$ cat config.mk
export PLATFORM = sky130hd
export DESIGN_NAME = range_address_translation_table_unit
export DESIGN_NICKNAME = d
export VERILOG_FILES = /design/src/hw/rtl/rat_pkg.sv /design/src/hw/rtl/range_address_translation_table_unit.sv /design/src/hw/rtl/rat_ram.sv /design/src/hw/rtl/rat_ctrl.sv /design/src/hw/rtl/rat_dp.sv
export SDC_FILE = /design/constraint.sdc
export NUM_CORES = 2
export LEC_CHECK = 0
export BUFFER_PORTS_ARGS = -buffer_cell sky130_fd_sc_hd__buf_2
export CAP_MARGIN = 20
export CELL_PAD_IN_SITES_DETAIL_PLACEMENT = 1
export CELL_PAD_IN_SITES_GLOBAL_PLACEMENT = 1
export CORE_MARGIN = 4
export CORE_UTILIZATION = 47
export DETAILED_ROUTE_END_ITERATION = 8
export GPL_ROUTABILITY_DRIVEN = 0
export GPL_TIMING_DRIVEN = 0
export PLACE_DENSITY_LB_ADDON = 0.1
export SLEW_MARGIN = 10
export SYNTH_ARGS = -nofsm -noshare
export SYNTH_HDL_FRONTEND = slang
export SYNTH_SLANG_ARGS = --single-unit
$ cat constraint.sdc
create_clock -name clk_i -period 36.2 [get_ports clk_i]
set_clock_uncertainty 0.15 [all_clocks]
set_input_delay 3.62 -clock clk_i [delete_from_list [all_inputs] [get_ports clk_i]]
set_output_delay 3.62 -clock clk_i [all_outputs]
set_load 0.03 [all_outputs]
$ cat src/hw/rtl/rat_pkg.sv
// ============================================================================
// Range address translation table: shared package
// Field widths, result status codes and the command and status bundles that
// pass between the controller and the datapath.
// ============================================================================
`timescale 1ns / 1ps
`default_nettype none

package rat_pkg;

  // Field widths of one transaction.
  localparam int unsigned AddrW    = 64;
  localparam int unsigned QlenW    = 32;
  localparam int unsigned InDataW  = 224;
  localparam int unsigned OutDataW = 64;

  // Width of one stored region: start, length and physical base.
  localparam int unsigned RegionW  = 3 * AddrW;

  // Operation selector carried in the input tuser.
  localparam logic MODE_INSERT = 1'b0;
  localparam logic MODE_LOOKUP = 1'b1;

  // Result status carried in the output tuser.
  typedef enum logic [1:0] {
    STATUS_OK     = 2'd0,
    STATUS_MISS   = 2'd1,
    STATUS_EXISTS = 2'd2,
    STATUS_FULL   = 2'd3
  } status_e;

  // Commands from the controller to the datapath.
  typedef struct packed {
    logic load;    // capture the incoming transaction and clear the scan state
    logic scan;    // walk the table one entry per cycle
    logic finish;  // produce the result and commit an insert
  } dp_cmd_t;

  // Status from the datapath to the controller.
  typedef struct packed {
    logic scan_done;  // every entry has been checked
  } dp_sts_t;

endpackage

`default_nettype wire

$ cat src/hw/rtl/range_address_translation_table_unit.sv
// The table is walked one entry per cycle through a single read port of the
// region memory, each entry checked in the cycle after its read. One
// transaction is in flight at a time, from capture through the walk to the
// output register; a new transaction is taken while the previous result
// still waits in the output register.
// Reset: asynchronous, active low; the table comes up empty, no clearing pass.
// ============================================================================
// Range address translation table: top level
// Stream front end around the controller and the datapath. Inserts regions
// and translates logical addresses through the lowest-start overlapping region.
// ============================================================================
`timescale 1ns / 1ps
`default_nettype none

module range_address_translation_table_unit
  import rat_pkg::*;
#(
  parameter int unsigned ENTRIES = 16
) (
  input  wire logic                clk_i,
  input  wire logic                rst_ni,
  // Fields from bit 0: logical_address[63:0], query_length[95:64],
  // region_length[159:96], physical_base[223:160].
  input  wire logic [InDataW-1:0]  s_axis_tdata,
  // Fields from bit 0: mode.
  input  wire logic                s_axis_tuser,
  input  wire logic                s_axis_tvalid,
  output logic                     s_axis_tready,
  // Fields from bit 0: physical_address[63:0].
  output logic      [OutDataW-1:0] m_axis_tdata,
  // Fields from bit 0: status[1:0].
  output logic      [1:0]          m_axis_tuser,
  output logic                     m_axis_tvalid,
  input  wire logic                m_axis_tready
);

  dp_cmd_t cmd;
  dp_sts_t sts;
  status_e status;

  rat_ctrl u_ctrl (
    .clk_i       (clk_i),
    .rst_ni      (rst_ni),
    .in_valid_i  (s_axis_tvalid),
    .in_ready_o  (s_axis_tready),
    .out_valid_o (m_axis_tvalid),
    .out_ready_i (m_axis_tready),
    .sts_i       (sts),
    .cmd_o       (cmd)
  );

  rat_dp #(
    .Entries (ENTRIES)
  ) u_dp (
    .clk_i                  (clk_i),
    .rst_ni                 (rst_ni),
    .cmd_i                  (cmd),
    .sts_o                  (sts),
    .in_mode_i              (s_axis_tuser),
    .in_logical_address_i   (s_axis_tdata[63:0]),
    .in_query_length_i      (s_axis_tdata[95:64]),
    .in_region_length_i     (s_axis_tdata[159:96]),
    .in_physical_base_i     (s_axis_tdata[223:160]),
    .out_status_o           (status),
    .out_physical_address_o (m_axis_tdata)
  );

  assign m_axis_tuser = status;

endmodule

`default_nettype wire

$ cat src/hw/rtl/rat_ram.sv
// ============================================================================
// Range address translation table: generic RAM
// Single write port, single read port, registered read data.
// ============================================================================
`timescale 1ns / 1ps
`default_nettype none

module rat_ram #(
  parameter int unsigned Width = 8,
  parameter int unsigned Depth = 16,
  localparam int unsigned AW   = (Depth > 1) ? $clog2(Depth) : 1
) (
  input  wire logic             clk_i,
  input  wire logic             we_i,
  input  wire logic [AW-1:0]    waddr_i,
  input  wire logic [Width-1:0] wdata_i,
  input  wire logic             re_i,
  input  wire logic [AW-1:0]    raddr_i,
  output logic      [Width-1:0] rdata_o
);

  logic [Width-1:0] mem_q [Depth];
  logic [Width-1:0] rdata_q;

  // Write port.
  always_ff @(posedge clk_i) begin
    if (we_i) begin
      mem_q[waddr_i] <= wdata_i;
    end
  end

  // Registered read port.
  always_ff @(posedge clk_i) begin
    if (re_i) begin
      rdata_q <= mem_q[raddr_i];
    end
  end

  assign rdata_o = rdata_q;

endmodule

`default_nettype wire

$ cat src/hw/rtl/rat_ctrl.sv
// ============================================================================
// Range address translation table: controller
// Sequences one transaction at a time through capture, table scan and result
// delivery, and owns the valid flag of the output register.
// ============================================================================
`timescale 1ns / 1ps
`default_nettype none

module rat_ctrl
  import rat_pkg::*;
(
  input  wire logic    clk_i,
  input  wire logic    rst_ni,
  input  wire logic    in_valid_i,
  output logic         in_ready_o,
  output logic         out_valid_o,
  input  wire logic    out_ready_i,
  input  wire dp_sts_t sts_i,
  output dp_cmd_t      cmd_o
);

  typedef enum logic [2:0] {
    CS_IDLE = 3'b001,
    CS_SCAN = 3'b010,
    CS_DONE = 3'b100
  } ctrl_state_e;

  ctrl_state_e state_q, state_d;
  logic        out_vld_q, out_vld_d;
  logic        out_free;

  // The output register can take a new result when empty or being drained.
  assign out_free = !out_vld_q || out_ready_i;

  // Next state and commands.
  always_comb begin
    state_d    = state_q;
    cmd_o      = '0;
    in_ready_o = 1'b0;
    unique case (state_q)
      CS_IDLE: begin
        in_ready_o = 1'b1;
        if (in_valid_i) begin
          cmd_o.load = 1'b1;
          state_d    = CS_SCAN;
        end
      end
      CS_SCAN: begin
        cmd_o.scan = 1'b1;
        if (sts_i.scan_done) begin
          state_d = CS_DONE;
        end
      end
      CS_DONE: begin
        if (out_free) begin
          cmd_o.finish = 1'b1;
          state_d      = CS_IDLE;
        end
      end
      default: begin
        state_d = CS_IDLE;
      end
    endcase
  end

  // Output valid flag.
  always_comb begin
    if (cmd_o.finish) begin
      out_vld_d = 1'b1;
    end else if (out_ready_i) begin
      out_vld_d = 1'b0;
    end else begin
      out_vld_d = out_vld_q;
    end
  end

  always_ff @(posedge clk_i or negedge rst_ni) begin
    if (!rst_ni) begin
      state_q   <= CS_IDLE;
      out_vld_q <= 1'b0;
    end else begin
      state_q   <= state_d;
      out_vld_q <= out_vld_d;
    end
  end

  assign out_valid_o = out_vld_q;

  // A result is never loaded over one that is still waiting.
  assert property (@(posedge clk_i) disable iff (!rst_ni)
    cmd_o.finish |-> (!out_vld_q || out_ready_i))
    else $error("result loaded over a pending result");

  // An accepted transaction always starts a scan.
  assert property (@(posedge clk_i) disable iff (!rst_ni)
    (in_valid_i && in_ready_o) |=> (state_q == CS_SCAN))
    else $error("accepted transaction did not start a scan");

  // A finished scan moves on to delivery.
  assert property (@(posedge clk_i) disable iff (!rst_ni)
    (state_q == CS_SCAN && sts_i.scan_done) |=> (state_q == CS_DONE))
    else $error("scan completion lost");

endmodule

`default_nettype wire

$ cat src/hw/rtl/rat_dp.sv
// ============================================================================
// Range address translation table: datapath
// Holds the captured transaction, the region memory and its valid bits, the
// per-entry overlap check with lowest-start selection, and the output register.
// ============================================================================
`timescale 1ns / 1ps
`default_nettype none

module rat_dp
  import rat_pkg::*;
#(
  parameter int unsigned Entries = 16
) (
  input  wire logic                clk_i,
  input  wire logic                rst_ni,
  input  wire dp_cmd_t             cmd_i,
  output dp_sts_t                  sts_o,
  input  wire logic                in_mode_i,
  input  wire logic [AddrW-1:0]    in_logical_address_i,
  input  wire logic [QlenW-1:0]    in_query_length_i,
  input  wire logic [AddrW-1:0]    in_region_length_i,
  input  wire logic [AddrW-1:0]    in_physical_base_i,
  output status_e                  out_status_o,
  output logic      [AddrW-1:0]    out_physical_address_o
);

  localparam int unsigned IdxW = (Entries > 1) ? $clog2(Entries) : 1;
  localparam int unsigned CntW = $clog2(Entries + 1);

  // Captured transaction.
  logic             mode_q;
  logic [AddrW-1:0] addr_q, end_q, rlen_q, phys_q;
  logic [AddrW:0]   end_sum;

  // Scan state.
  logic [CntW-1:0]  cnt_q;
  logic             issue;
  logic             chk_vld_q;
  logic [IdxW-1:0]  chk_idx_q;

  // Accumulated scan results.
  logic             found_q, conflict_q, free_found_q;
  logic [AddrW-1:0] best_s_q, best_off_q;
  logic [IdxW-1:0]  free_idx_q;

  // Region memory and valid bits.
  logic [Entries-1:0] vld_q;
  logic [RegionW-1:0] rdata;
  logic               we;

  // Entry under check.
  logic [AddrW-1:0] ent_s, ent_l, ent_p;
  logic [AddrW:0]   ent_end;
  logic             ent_vld, ent_ovl, cand, take_best;

  // Output register.
  status_e          status_q;
  logic [AddrW-1:0] pa_q;

  // Query end for the captured transaction, saturating at the top of the
  // address space. An insert checks the one-byte range at its start.
  assign end_sum = {1'b0, in_logical_address_i} +
                   ((in_mode_i == MODE_LOOKUP) ? (AddrW + 1)'(in_query_length_i)
                                               : (AddrW + 1)'(1));

  always_ff @(posedge clk_i) begin
    if (cmd_i.load) begin
      mode_q <= in_mode_i;
      addr_q <= in_logical_address_i;
      end_q  <= end_sum[AddrW] ? '1 : end_sum[AddrW-1:0];
      rlen_q <= in_region_length_i;
      phys_q <= in_physical_base_i;
    end
  end

  // Read one entry per cycle; the check runs in the cycle after the read.
  assign issue = cmd_i.scan && (cnt_q < CntW'(Entries));

  always_ff @(posedge clk_i or negedge rst_ni) begin
    if (!rst_ni) begin
      cnt_q     <= '0;
      chk_vld_q <= 1'b0;
      chk_idx_q <= '0;
    end else begin
      if (cmd_i.load) begin
        cnt_q <= '0;
      end else if (issue) begin
        cnt_q <= cnt_q + CntW'(1);
      end
      chk_vld_q <= issue;
      chk_idx_q <= cnt_q[IdxW-1:0];
    end
  end

  assign sts_o.scan_done = (cnt_q == CntW'(Entries)) && !chk_vld_q;

  rat_ram #(
    .Width (RegionW),
    .Depth (Entries)
  ) u_ram (
    .clk_i   (clk_i),
    .we_i    (we),
    .waddr_i (free_idx_q),
    .wdata_i ({phys_q, rlen_q, addr_q}),
    .re_i    (issue),
    .raddr_i (cnt_q[IdxW-1:0]),
    .rdata_o (rdata)
  );

  // Overlap check of one entry. The region end is taken exactly, one bit wider.
  assign ent_s     = rdata[AddrW-1:0];
  assign ent_l     = rdata[2*AddrW-1:AddrW];
  assign ent_p     = rdata[3*AddrW-1:2*AddrW];
  assign ent_vld   = chk_vld_q && vld_q[chk_idx_q];
  assign ent_end   = {1'b0, ent_s} + {1'b0, ent_l};
  assign ent_ovl   = (ent_s < end_q) && (ent_end > {1'b0, addr_q});
  assign cand      = ent_vld && ent_ovl;
  assign take_best = cand && (!found_q || (ent_s < best_s_q));

  // Scan result flags.
  always_ff @(posedge clk_i or negedge rst_ni) begin
    if (!rst_ni) begin
      found_q      <= 1'b0;
      conflict_q   <= 1'b0;
      free_found_q <= 1'b0;
    end else if (cmd_i.load) begin
      found_q      <= 1'b0;
      conflict_q   <= 1'b0;
      free_found_q <= 1'b0;
    end else begin
      if (take_best) begin
        found_q <= 1'b1;
      end
      if (ent_vld && (ent_ovl || (ent_s == addr_q))) begin
        conflict_q <= 1'b1;
      end
      if (chk_vld_q && !vld_q[chk_idx_q] && !free_found_q) begin
        free_found_q <= 1'b1;
      end
    end
  end

  // Best region so far, kept as its start and its physical offset.
  always_ff @(posedge clk_i) begin
    if (take_best) begin
      best_s_q   <= ent_s;
      best_off_q <= ent_p - ent_s;
    end
    if (chk_vld_q && !vld_q[chk_idx_q] && !free_found_q) begin
      free_idx_q <= chk_idx_q;
    end
  end

  // Commit of a successful insert.
  assign we = cmd_i.finish && (mode_q == MODE_INSERT) && !conflict_q && free_found_q;

  always_ff @(posedge clk_i or negedge rst_ni) begin
    if (!rst_ni) begin
      vld_q <= '0;
    end else if (we) begin
      vld_q[free_idx_q] <= 1'b1;
    end
  end

  // Output register.
  always_ff @(posedge clk_i) begin
    if (cmd_i.finish) begin
      if (mode_q == MODE_LOOKUP) begin
        status_q <= found_q ? STATUS_OK : STATUS_MISS;
        pa_q     <= found_q ? (addr_q + best_off_q) : '0;
      end else begin
        if (conflict_q) begin
          status_q <= STATUS_EXISTS;
        end else if (free_found_q) begin
          status_q <= STATUS_OK;
        end else begin
          status_q <= STATUS_FULL;
        end
        pa_q <= '0;
      end
    end
  end

  assign out_status_o           = status_q;
  assign out_physical_address_o = pa_q;

  // An insert only ever fills an empty slot.
  assert property (@(posedge clk_i) disable iff (!rst_ni)
    we |-> !vld_q[free_idx_q])
    else $error("insert overwrote a valid region");

  // Each insert adds exactly one valid region.
  assert property (@(posedge clk_i) disable iff (!rst_ni)
    we |=> ($countones(vld_q) == $past($countones(vld_q)) + 1))
    else $error("valid count did not grow by one on insert");

  // Entries are checked only while the controller is scanning.
  assert property (@(posedge clk_i) disable iff (!rst_ni)
    chk_vld_q |-> $past(cmd_i.scan))
    else $error("entry checked outside a scan");

endmodule

`default_nettype wire

==> results.json <==
{
  "stdcell_area_mm2": 0.1814,
  "ioPinCount": 297,
  "rsz0062_at_grt": "false",
  "tritoncts": "built",
  "p_leak_nw": 60.33,
  "synth_cells": 7884,
  "synth_ff_type": "edfxtp_1",
  "critPathMaxFanout": 54,
  "drive_gt1_share_pct": 24.79,
  "hold_class": "reg -> reg",
  "yosys_register_bits": 3752,
  "dp_slack_ns": 27.09,
  "power_mw": 12.36,
  "startpoint_type": "flop",
  "drt_first_pass_iters": 6,
  "regToRegSetupSlack_ns": 28.00,
  "yosysSeqAreaShare_pct": 72.61,
  "drc_errors": 0,
  "hpwl_mm": 334.5,
  "post-cts-setup-buffer-count": 0,
  "overflow": 0,
  "yosysTopAreaCellShare_pct": 72.07,
  "avgSynthCellArea_um2": 19.65,
  "dieArea_mm2": 0.3389,
  "initial_core_util_pct": 47.29,
  "setup_tns_ns": 0,
  "setup_violations": 0,
  "syn2layout_area_growth_pct": 17.05,
  "finalHoldViolCount": 0,
  "grt_pass1_vias": 86866,
  "whs_ns": 0.2224,
  "cts_resized": 0,
  "synthDistinctLibCells": 90,
  "setup_ws_ns": 28.00,
  "wl_per_cell_um": 35.64,
  "cts.sinks": 3752,
  "clk_pin_slew_ns": 0.06,
  "antenna_found_initial": 50,
  "fp.dieW_um": 582.2,
  "reg2reg_from": "u_dp.u_ram.rdata_o[0]$_DFFE_PP_",
  "hold_buffers": 0,
  "period_needed_ns": 8.204,
  "num-fill-cells": 28575,
  "cp_data_arrival_time_ns": 8.64,
  "min_to": "u_dp.chk_idx_q[2]$_DFF_PN0_",
  "worstRegToRegCells": 24,
  "async_reset_ff_share_pct": 0.8795,
  "insertion_delay_ns": 0.97,
  "peakVddDrop_uv": 46.73,
  "post_dp_cell_area_mm2": 0.1679,
  "path_class": "reg -> reg",
  "worstReg2RegEnd": "u_dp.best_off_q[63]$_DFFE_PP_",
  "vias_per_cell": 6.160,
  "io_buffers": 296,
  "slew_violations": 0,
  "root_buffer": "clkbuf_16",
  "syn-cell-area_mm2": 0.1549,
  "antenna_left": 0,
  "min_from": "u_dp.cnt_q[2]$_DFFE_PN0P_",
  "yosysTopAreaCell": "edfxtp_1",
  "grt_pass1_wl_mm": 678.5,
  "cts_buffers": 397,
  "slew_headroom_pct": 16.27,
  "status": "finished clean",
  "grt_max_degree": 102,
  "tightestPinTransition_ns": 1.256,
  "nNetsFinal": 9576,
  "layout_common_cells": "3719 x edfxtp_1, 965 x mux4_2, 414 x ha_1, 404 x clkbuf_16, 335 x inv_1",
  "track_usage_pct": 28.53,
  "htree_levels": 5,
  "clock_path_buffers": 4,
  "core-area_mm2": 0.3277,
  "worstPathRequired_ns": 36.64,
  "max_cap_viol_count": 0,
  "fmax_mhz": 121.9,
  "crit_path_end_kind": "flop",
  "synth.area.top_cells": "edfxtp_1 72%, mux4_2 14%, ha_1 3.3%, xnor2_1 1.1%, a21oi_1 0.92%",
  "synth_warnings": 0,
  "wirelength_mm": 485.3,
  "synth_fp_nets": 8531,
  "whs_path_depth": 0,
  "die_h_um": 582.2,
  "pwr_density_cell_mw_per_mm2": 68.15,
  "rows": 210,
  "drt_iter0_markers": 10209,
  "layout_commonest_cell": "edfxtp_1",
  "vias": 83875,
  "timing.final.crit_share_pct": 22.66,
  "synth_edf_count": 3719
}
-- layout make-up --
cell class	count	area, um^2	area share (%)
clock inverters	233	2182	1.203
flip-flops and latches	3752	112500	62.03
multi-input cells	3504	40210	22.17
repair buffers	646	8144	4.491
well taps	4346	5438	2.998
plain buffers	291	1139	0.6278
clock buffers	486	10420	5.744
inverters	337	1275	0.7030
diodes	20	50.05	0.02760
-- synthesized netlist by cell type, drive strengths merged (8+ instances only) --
library cell	instances
o31a	8
nor4	10
o31ai	16
dfrtp	32
nor3	39
a21o	181
nand2	234
a221oi	10
a2111oi	8
and3	43
nand2b	54
nand3	70
edfxtp	3719
inv	337
xor2	87
a21boi	8
o211ai	15
or2	23
o21ai	184
a21oi	289
xnor2	188
o21bai	37
clkbuf	246
a211oi	31
and4	12
and2	50
a31oi	20
ha	414
a41oi	8
mux4	965
o221ai	10
a221o	8
buf	45
o21a	35
or3	16
nor2b	42
nor2	207
nand4	95
-- per-stage QoR --
stage | utilization [%] | std cells
finish | 55.35 | 13615
global route | 55.34 | 13597
CTS | 55.08 | 13545
detailed placement | 51.24 | 12826
global placement | 49.40 | 12526
floorplan | - | 7884
-- state kept, by name, summed over array words and instances, names as in the netlist, 5 cells and up --
signal and flops:
u_dp.best_s_q 64, u_dp.u_ram.mem_q 3072, u_dp.addr_q 64, u_dp.best_off_q 64, u_dp.phys_q 64, u_dp.end_q 64
u_dp.cnt_q 5, u_dp.vld_q 16, u_dp.u_ram.rdata_o 192, u_dp.rlen_q 64, u_dp.out_physical_address_o 64
-- kinds of logic after synthesis --
family	share of synthesized area (%)
compound gates	3.879
fa+ha+maj	3.395
mux	14.10
simple gates	2.941
xor+xnor	1.554
flops	72.61
buf+inv	1.526
-- metal layers --
metal,part of all wire (%),track usage [%],up-vias,wire (um)
met1,41,40.53,45054,198800
li1,-,-,34426,-
met4,3.2,8.741,6,15670
met3,8.2,5.246,651,39590
met2,48,45.37,3738,231100
met5,0.0082,0,-,40
-- worst max-delay path by stage --
stage	from	end	slack, ns	depth (start not counted)
floorplan	u_ctrl.state_q[0]$_DFFE_PN1P_	u_dp.cnt_q[3]$_DFFE_PN0P_	20.60	5
global placement	u_ctrl.state_q[0]$_DFFE_PN1P_	u_dp.cnt_q[3]$_DFFE_PN0P_	5.27	5
detailed placement	s_axis_tuser	u_dp.end_q[51]$_SDFFCE_PP1P_	27.09	15
CTS	u_dp.u_ram.rdata_o[0]$_DFFE_PP_	u_dp.best_off_q[63]$_DFFE_PP_	28.03	24
global route	u_dp.u_ram.rdata_o[0]$_DFFE_PP_	u_dp.best_off_q[63]$_DFFE_PP_	27.77	24
finish	u_dp.u_ram.rdata_o[0]$_DFFE_PP_	u_dp.best_off_q[63]$_DFFE_PP_	28.00	24
-- where the power goes --
group	total [mW]	internal [mW]	switching, mW
Sequential	5.50	5.14	0.362
Clock	3.98	2.27	1.71
Combinational	2.88	1.29	1.58
Total	12.4	8.71	3.65
-- critical path, cell delays in order, from the launching register on --
cell and delay (ns):
edfxtp_1 0.65, ha_1 0.34, fa_1 0.40, a21o_1 0.20
a21oi_1 0.28, o21ai_1 0.18, and3_1 0.25, a41oi_2 0.37
o21ai_2 0.22, a31oi_1 0.56, o311a_2 0.34, o22ai_1 0.15
a221oi_2 0.28, xnor2_1 0.14, ha_1 0.31, and4_1 0.21
nand3_1 0.12, nor3_1 0.38, nand4b_1 0.23, o22a_1 0.22
nand4_1 0.08, a21oi_1 0.06, o221ai_1 0.60, o211a_4 0.71
buf_16 0.33
No activity file was read; power rests on OpenSTA's default activity.
